## src/hdl/vcal_pkg.sv

```systemverilog
`timescale 1ns / 1ps
package vcal_pkg;

  localparam int QDEPTH = 4;
  localparam int ZW = 48;
  localparam int VW = 36;
  localparam int CORDIC_STEPS = 30;
  localparam int MOD_STEPS = 10;

  localparam logic signed [ZW-1:0] TWO_PI_Q30  = 48'sd6746518852;
  localparam logic signed [ZW-1:0] PI_Q30      = 48'sd3373259426;
  localparam logic signed [ZW-1:0] HALF_PI_Q30 = 48'sd1686629713;
  localparam logic signed [30:0]   CORDIC_GAIN = 31'sd652032874;

  localparam logic [2:0] CFG_MAX_SPEED      = 3'd0;
  localparam logic [2:0] CFG_MAX_TURN_RATE  = 3'd1;
  localparam logic [2:0] CFG_MAX_ACCEL      = 3'd2;
  localparam logic [2:0] CFG_MAX_TURN_ACCEL = 3'd3;
  localparam logic [2:0] CFG_UPDATE_PERIOD  = 3'd4;
  localparam logic [2:0] CFG_KICK_THRESHOLD = 3'd5;

  typedef struct packed {
    logic [30:0] max_speed;
    logic [30:0] max_turn_rate;
    logic [30:0] max_accel;
    logic [30:0] max_turn_accel;
    logic [16:0] update_period;
    logic [14:0] kick_threshold;
  } vcal_cfg_t;

  typedef struct packed {
    logic signed [31:0]   target_vx;
    logic signed [31:0]   target_vy;
    logic signed [31:0]   target_turn;
    logic signed [31:0]   measured_vx;
    logic signed [31:0]   measured_vy;
    logic signed [31:0]   measured_turn;
    logic signed [ZW-1:0] z;
    logic                 flat;
    logic                 chip;
  } vcal_item_t;

  typedef enum logic [4:0] {
    ST_IDLE, ST_MOD, ST_WRAP, ST_CORD, ST_GAINX, ST_GAINY, ST_TCLAMP,
    ST_VSH, ST_SQA, ST_SQB, ST_SQGO, ST_SQW, ST_CMP, ST_SMUL, ST_SDGO,
    ST_SDW, ST_PDGO, ST_PDW, ST_DIFF, ST_LIMT, ST_LIMR, ST_TURN,
    ST_TDGO, ST_TDW, ST_DONE
  } vcal_state_t;

  function automatic logic [ZW-1:0] atan_q30(input logic [4:0] i);
    logic [ZW-1:0] a;
    case (i)
      5'd0:    a = 48'd843314857;
      5'd1:    a = 48'd497837829;
      5'd2:    a = 48'd263043837;
      5'd3:    a = 48'd133525159;
      5'd4:    a = 48'd67021687;
      5'd5:    a = 48'd33543516;
      5'd6:    a = 48'd16775851;
      5'd7:    a = 48'd8388437;
      5'd8:    a = 48'd4194283;
      5'd9:    a = 48'd2097149;
      5'd10:   a = 48'd1048576;
      default: a = 48'd1 << (5'd30 - i);
    endcase
    return a;
  endfunction

  function automatic logic signed [31:0] sat32(input logic signed [63:0] v);
    logic signed [31:0] r;
    if (v > 64'sd2147483647) r = 32'sh7fffffff;
    else if (v < -64'sd2147483648) r = 32'sh80000000;
    else r = v[31:0];
    return r;
  endfunction

  // smallest right shift that brings both magnitudes below 2^31
  function automatic logic [2:0] norm_shift(input logic [VW-2:0] o);
    logic [2:0] s;
    s = 3'd0;
    for (int k = 31; k < VW - 1; k++) begin
      if (o[k]) s = 3'(k - 30);
    end
    return s;
  endfunction

endpackage

```

## src/hdl/vcal_front.sv

```systemverilog
`timescale 1ns / 1ps
module vcal_front #(
  parameter int FRAC_BITS = 16
) (
  input  logic                clk,
  input  logic                rst_n,
  input  logic                start,
  output logic                busy,
  input  logic signed [31:0]  in_target_vx,
  input  logic signed [31:0]  in_target_vy,
  input  logic signed [31:0]  in_target_turn,
  input  logic signed [31:0]  in_measured_vx,
  input  logic signed [31:0]  in_measured_vy,
  input  logic signed [31:0]  in_measured_turn,
  input  logic signed [18:0]  in_heading,
  input  logic signed [15:0]  in_flat_trigger,
  input  logic signed [15:0]  in_chip_trigger,
  input  logic [14:0]         kick_threshold,
  input  logic                pop,
  output logic                q_valid,
  output vcal_pkg::vcal_item_t q_item
);
  import vcal_pkg::*;

  localparam int PW = $clog2(QDEPTH);
  localparam int CW = $clog2(QDEPTH + 1);

  vcal_item_t        mem_r [QDEPTH];
  vcal_item_t        item;
  logic [PW-1:0]     wp_r, rp_r;
  logic [CW-1:0]     cnt_r;
  logic              push;
  logic signed [ZW-1:0] zext;

  always_comb begin
    zext = {{(ZW-19){in_heading[18]}}, in_heading};
    item.target_vx     = in_target_vx;
    item.target_vy     = in_target_vy;
    item.target_turn   = in_target_turn;
    item.measured_vx   = in_measured_vx;
    item.measured_vy   = in_measured_vy;
    item.measured_turn = in_measured_turn;
    item.z             = zext <<< (30 - FRAC_BITS);
    item.flat = in_flat_trigger > $signed({1'b0, kick_threshold});
    item.chip = !item.flat && (in_chip_trigger > $signed({1'b0, kick_threshold}));
  end

  assign busy    = (cnt_r == CW'(QDEPTH));
  assign push    = start && !busy;
  assign q_valid = (cnt_r != '0);
  assign q_item  = mem_r[rp_r];

  always_ff @(posedge clk) begin
    if (push) mem_r[wp_r] <= item;
    if (!rst_n) begin
      wp_r  <= '0;
      rp_r  <= '0;
      cnt_r <= '0;
    end else begin
      if (push) wp_r <= PW'(wp_r + 1'b1);
      if (pop && q_valid) rp_r <= PW'(rp_r + 1'b1);
      cnt_r <= CW'(cnt_r + CW'(push) - CW'(pop && q_valid));
    end
  end
endmodule

```

## config.mk

```make
export PLATFORM = sky130hd
export DESIGN_NAME = vcal_front
export DESIGN_NICKNAME = d
export VERILOG_FILES = /design/src/hdl/vcal_pkg.sv /design/src/hdl/vcal_front.sv
export SDC_FILE = /design/constraint.sdc
export NUM_CORES = 1
export LEC_CHECK = 0
export BUFFER_PORTS_ARGS = -buffer_cell sky130_fd_sc_hd__buf_2
export CORE_UTILIZATION = 51
export DETAILED_ROUTE_END_ITERATION = 16
export PLACE_DENSITY = 0.78
export SYNTH_ARGS = -nofsm -noshare
export SYNTH_HDL_FRONTEND = slang
export SYNTH_SLANG_ARGS = --single-unit
export TNS_END_PERCENT = 50
```

## constraint.sdc

```tcl
create_clock -name clk -period 6.4 [get_ports clk]
set_input_delay 0.32 -clock clk [delete_from_list [all_inputs] [get_ports clk]]
set_output_delay 0.32 -clock clk [all_outputs]
set_load 0.02 [all_outputs]
```

==> reports/metrics.cfg, run 1 <==
[place]
dp_hpwl_mm=38.9
post-place-ws_ns=3.46
io_buffer_count=491
finalWeightedCongestion=0.874
placed_area_um2=35300

[critical_path]
end_kind=output port
critPathSlowestCell=mux4_2
critPathLaunchType=flip-flop
critPathCapture=q_item[44]
worstPathRequired_ns=6.08
cp_max_fo=97
crit_type=reg -> out
crit_arrival_ns=2.87
r2r-start=cnt_r[2]$_SDFF_PN0_
r2r_setup_slack_ns=3.33
timing.critical_path.buf_inv=2
critPathTopFamily=buffers and inverters
crit-reg2reg-capture=mem_r[0][46]$_DFFE_PP_
crit_chain=buf_12 -> mux4_2 -> buf_2
reg2reg_depth=4
path_depth=3
max_stage_delay_ns=0.73

[final_layout]
layout_commonest_cell=edfxtp_1
drive_gt1_frac=0.403
post-route-cell-area_um2=40200
multi_input_area_um2=5800
seq_area_um2=25800
final_cell_mix=852 x edfxtp_1, 491 x buf_2, 213 x mux4_2
final_util=0.650
nNetsFinal=2320
fill_cells=3949
area_growth_pct=25.4

[routing]
vias_per_cell=5.48
wl_mm=69.9
dr.pass1.iters=5
ant_nets=0
vias=16056
wl_per_cell_um=23.9
drc=0
drtIter0Drc=1290

[timing]
relSlewSlack=0.294
final.period_utilization=0.499
fin_ws_ns=3.21
worstMarginPinSlew_ns=1.06
setup_tns_ns=0
fin_skew_ns=0.0147
max_freq_ghz=0.313
hold_ws_ns=0.0553
finalSetupViolations=0
fin_crit_ns=3.19
hold_viol_final=0
rsz0062_at_grt=false
finalMaxSlewViolations=0

[pwr]
p_sw_mw=4.78
seq_power_share=0.438
p_leak_nw=13.8
p_int_mw=11.4
p_sw_frac=0.296
power_density_nw_per_um2=401
clkPwrFrac=0.305
vdd_drop_max_mv=0.424
combPwrFrac=0.256

[clock_network]
clockBufferDepth=3
htree_levels=3
root_buffer=clkbuf_16
path_clk_slew_ns=0.06
clock-sinks=861
numCtsBuffers=86
tritoncts=yes
post_cts_buffers=0
clk_latency_ns=0.63

[global_routing]
antenna_found_initial=11
grt_overflow=0
grt_pass1_wl_mm=104
grt_pass1_vias=17333
grt_usage=0.219
grt_max_degree=123

[logic_synthesis]
muxShareOfSynthArea=0.150
synth_top_family_by_area=multiplexers
yosysTopAreaCellShare=0.797
ys_async_sr_fraction=0
yosysUniqueCellTypes=37
yosys.area_share.simple=0.00729
yosys_warnings=0
ys_seq_area_frac=0.803
synthAdderAreaFrac=0.0147
syn-instance-count=1283
synth_xor_area_frac=0.00136
ys.flop_type=edfxtp_1
syn_area_per_cell_um2=25.0
ys_top_cells_by_area=edfxtp_1 80%, mux4_2 15%, ha_1 1.4%
synth_compound_area_frac=0.00561
synth-seq-cells=861
synth-edff-count=852
synth_top_area_cell=edfxtp_1
synth.cell_area_um2=32100

[hold_path]
hold_path.class=in -> reg

[job]
drv_cap=0

[die]
die_area_um2=63900
core-area_um2=61900
ios=506
fp.dieH_um=253
die_w_um=253
num_rows=91
start_util=0.518

[run_status]
outcome=finished clean

-- metrics by stage --
step | total power, mW | instances
floorplan | 10.0 | 1296
global placement | 11.1 | 2558
detailed placement | 11.2 | 2558
CTS | 16.2 | 2922
global route | 16.7 | 2928
finish | 16.1 | 2930
-- kinds of logic (layout without fill, tap and decap cells) --
logic type,after synthesis,in the layout
compound gates,27,27
xor+xnor,5,5
fa+ha+maj,37,37
buf+inv,102,891
flops,861,861
mux,214,214
other cells,1,22
simple gates,36,36
-- cell usage after synthesis (all sizes together) (2+ instances only) --
master    n
edfxtp  852
buf      71
ha       36
o21ai     4
mux4    213
nor2b     3
nand4b    2
xnor2     4
nand4     3
clkbuf    7
nand2     7
and2     12
a21oi    14
a21o      3
dfxtp     9
inv      24
nor3      2
-- power by group through the flow --
stage / logic, mW / registers (mW) / clock network [mW]
3_5_place_dp: 4.02 / 7.18 / 0
2_1_floorplan: 2.83 / 7.22 / 0
6_report: 4.13 / 7.08 / 4.93
5_1_grt: 4.36 / 7.12 / 5.21
4_1_cts: 4.16 / 7.07 / 4.98
3_3_place_gp: 3.99 / 7.13 / 0
-- how the worst min path moves through the flow --
stage / to / cells past startpoint / from
floorplan: mem_r[0][100]$_DFFE_PP_ / 0 / in_measured_vx[0]
global placement: mem_r[0][42]$_DFFE_PP_ / 1 / in_measured_turn[6]
detailed placement: mem_r[0][52]$_DFFE_PP_ / 1 / in_measured_turn[16]
CTS: mem_r[2][0]$_DFFE_PP_ / 2 / in_chip_trigger[15]
global route: mem_r[2][0]$_DFFE_PP_ / 2 / in_chip_trigger[15]
finish: mem_r[2][0]$_DFFE_PP_ / 2 / in_chip_trigger[15]
-- metal layers --
metal	wire (um)	global-route usage	share of wire
met1	25800	0.272	0.37
met2	35600	0.363	0.51
met3	6330	0.0651	0.091
met4	2150	0.0842	0.031
met5	34	0	0.00049
-- worst reg2reg max path, stage by stage, from the launching register on --
cell     delay (ns)
dfxtp_1        0.34
nor3b_1        0.17
nor2b_1        0.49
and2_4         0.82
buf_12         0.61
-- sequential cells by signal, summed over array words and instances, names as in the netlist, named ones only --
register / flops
rp_r: 2
wp_r: 2
cnt_r: 3
mem_r: 852
-- cell type report --
cell class	count	share of cell area
antenna	8	0.000497
clock buffer	106	0.0558
tap	837	0.0260
clock inverter	46	0.0127
timing repair buffer	715	0.118
inverter	24	0.00224
sequential	861	0.640
multi-input combinational	333	0.144
-- repair_timing --
item	CTS	global route
hold endpoints to repair	853	0
resized for setup	0	0
hold buffers	212	0
(Power assumes the default switching activity.)
==> run 2: changes to the inputs <==
==> constraint.sdc (replaced) <==
create_clock -name clk -period 2.8 [get_ports clk]
set_input_delay 0.14 -clock clk [delete_from_list [all_inputs] [get_ports clk]]
set_output_delay 0.14 -clock clk [all_outputs]
set_load 0.02 [all_outputs]
==> run 2 against run 1 <==
- hold slack worse by 0.0037 ns
- routed wire length rose by 8.8%
- sequential share of layout area is 1.0 points lower
- clock skew rose by 0.015 ns
- combinational power grew 140%
- utilization grew 1.0 points
- via count up 2.2%
==> reports/metrics.cfg, run 2 (synthesized netlist as in run 1, its figures left out) <==
[run_status]
outcome=finished clean

[global_routing]
met3_usage=0.0639  ; -0.00113
grt_pass1_vias=18149  ; +4.7%
grt_overflow=0  ; unchanged
grt_usage=0.239  ; +0.0199
grt_pass1_wl_mm=111  ; +7.4%
grt_max_degree=72  ; -41%
grt_use_met1=0.272  ; -0.000585
met2_usage=0.422  ; +0.0589
antenna_found_initial=6  ; -5
top_usage_layer=met2

[timing]
setup_tns_ns=0  ; unchanged
max_freq_ghz=0.396
hold_viol_final=0  ; unchanged
rsz0062_at_grt=false
finalMaxSlewViolations=0  ; unchanged
relSlewSlack=0.613  ; +0.319
finalSetupViolations=0  ; unchanged
worstMarginPinSlew_ns=0.580  ; -0.479 ns
final.period_utilization=0.901
fin_crit_ns=2.52
fin_skew_ns=0.0302  ; +0.0155 ns
fin_ws_ns=0.277  ; -2.93 ns
hold_ws_ns=0.0516  ; -0.00372 ns

[clock_network]
clock-sinks=861  ; unchanged
hold_buffers=213  ; +0.47%
numCtsBuffers=85  ; -1.2%
tritoncts=yes
clockBufferDepth=3  ; unchanged
post_cts_buffers=0  ; unchanged
htree_levels=3  ; unchanged
clk_latency_ns=0.63  ; about the same
path_clk_slew_ns=0.06  ; about the same
root_buffer=clkbuf_16
cts_resized=0  ; unchanged

[critical_path]
critPathTopFamily=buffers and inverters
critPathLaunchType=flip-flop
cp_max_fo=27  ; -72%
crit_top_cell=buf_12
timing.critical_path.buf_inv=3  ; +1
critPathSlowestCell=mux4_2
crit-reg2reg-capture=cnt_r[2]$_SDFF_PN0_
crit_type=reg -> out
crit_arrival_ns=2.38  ; -0.49 ns
reg2reg_depth=9  ; +5
r2r-start=cnt_r[1]$_SDFF_PN0_
worstPathRequired_ns=2.66  ; -3.42 ns
r2r_setup_slack_ns=0.32  ; -3.01 ns
max_stage_delay_ns=0.60  ; -0.13 ns
crit_chain=buf_12 -> buf_12 -> mux4_2 -> buf_2
end_kind=output port

[place]
dp_cells=2601  ; +1.7%
placed_area_um2=35900  ; +1.7%
finalWeightedCongestion=0.870  ; -0.39%
io_buffer_count=491  ; unchanged
dp_hpwl_mm=43.0  ; +10%
post-place-ws_ns=0.415  ; -3.04 ns

[final_layout]
stdcell_count=2971  ; +1.4%
final_util=0.660  ; +0.0104
fill_cells=3816  ; -3.4%
final_cell_mix=852 x edfxtp_1, 491 x buf_2, 213 x mux4_2, 213 x dlygate4sd3_1, 86 x clkbuf_16
drive_gt1_frac=0.416  ; +0.0128
top_regs=mem_r: 852 flops, cnt_r: 3 flops
nNetsFinal=2363  ; +1.9%
largest-register=mem_r
layout_commonest_cell=edfxtp_1
largest_reg_flops=852  ; unchanged
area_growth_pct=27.4
post-route-cell-area_um2=40900  ; +1.6%

[die]
fp.dieH_um=253  ; unchanged
ios=506  ; unchanged
die_w_um=253  ; unchanged
die_area_um2=63900  ; unchanged
core-area_um2=61900  ; unchanged
start_util=0.518  ; unchanged
num_rows=91  ; unchanged

[pwr]
p_leak_nw=14.2  ; +2.3%
vdd_drop_max_mv=0.739  ; +74%
power_density_nw_per_um2=920  ; +130%
finalPower_mw=37.6  ; +130%

[hold_path]
hold_path.class=in -> reg
whs_path_depth=3  ; +1
min_to=mem_r[1][1]$_DFFE_PP_
hp-start=in_flat_trigger[15]

[routing]
dr.pass1.iters=7  ; +2
ant_nets=0  ; unchanged
vias_per_cell=5.52  ; +0.75%
vias=16403  ; +2.2%
wl_mm=76.1  ; +8.8%
drtIter0Drc=1246  ; -3.4%
wl_per_cell_um=25.6  ; +7.3%
drc=0  ; unchanged

[job]
drv_cap=0  ; unchanged

==> run 2: changes by cell type in the layout (fill, tap and decap cells not counted), sizes merged <==
cell / before / now
clkbuf: 106 / 98
dlygate4sd3: 212 / 213
buf: 503 / 546
clkinv: 31 / 40
inv: 30 / 27
bufinv: 7 / 9
diode: 8 / 5
==> run 2: worst max-delay path by stage <==
stage	start	end	slack, ns	cells past startpoint
after floorplan	cnt_r[2]$_SDFF_PN0_	mem_r[3][0]$_DFFE_PP_	0.02	4
after global placement	cnt_r[1]$_SDFF_PN0_	cnt_r[2]$_SDFF_PN0_	0.49	9
after detailed placement	cnt_r[1]$_SDFF_PN0_	cnt_r[2]$_SDFF_PN0_	0.41	9
after CTS	flip-flop	q_item[191]	0.25	4
after global routing	flip-flop	q_item[187]	0.17	4
final	flip-flop	q_item[187]	0.28	4
==> run 2: worst min-delay path: cells and delay by family <==
kind                   cells  cell delay [ns]
AOI/OAI and AO/OA          2             0.22
buffers and inverters      1             0.10
==> run 2: area by class of cell <==
| cell class | count | area [um2] | area share |
|---|---|---|---|
| clock buffer | 98 | 2200 | 0.0537 |
| antenna | 5 | 12.5 | 0.000306 |
| clock inverter | 54 | 606 | 0.0148 |
| tap | 837 | 1050 | 0.0256 |
| multi-input combinational | 333 | 5800 | 0.142 |
| sequential | 861 | 25800 | 0.630 |
| inverter | 24 | 90.1 | 0.00220 |
| timing repair buffer | 759 | 5370 | 0.131 |
==> run 2: where the power goes <==
| group | internal, mW | leakage (nW) | switching [mW] |
|---|---|---|---|
| combinational | 4.14 | 4.93 | 5.94 |
| clock | 6.52 | 1.35 | 4.88 |
| sequential | 15.7 | 7.88 | 0.412 |
==> run 2: layer usage <==
| metal | part of all wire | vias to the layer above |
|---|---|---|
| li1 | - | 6988 |
| met1 | 0.34 | 8413 |
| met2 | 0.53 | 805 |
| met3 | 0.082 | 195 |
| met4 | 0.040 | 2 |
| met5 | 0.00017 | - |
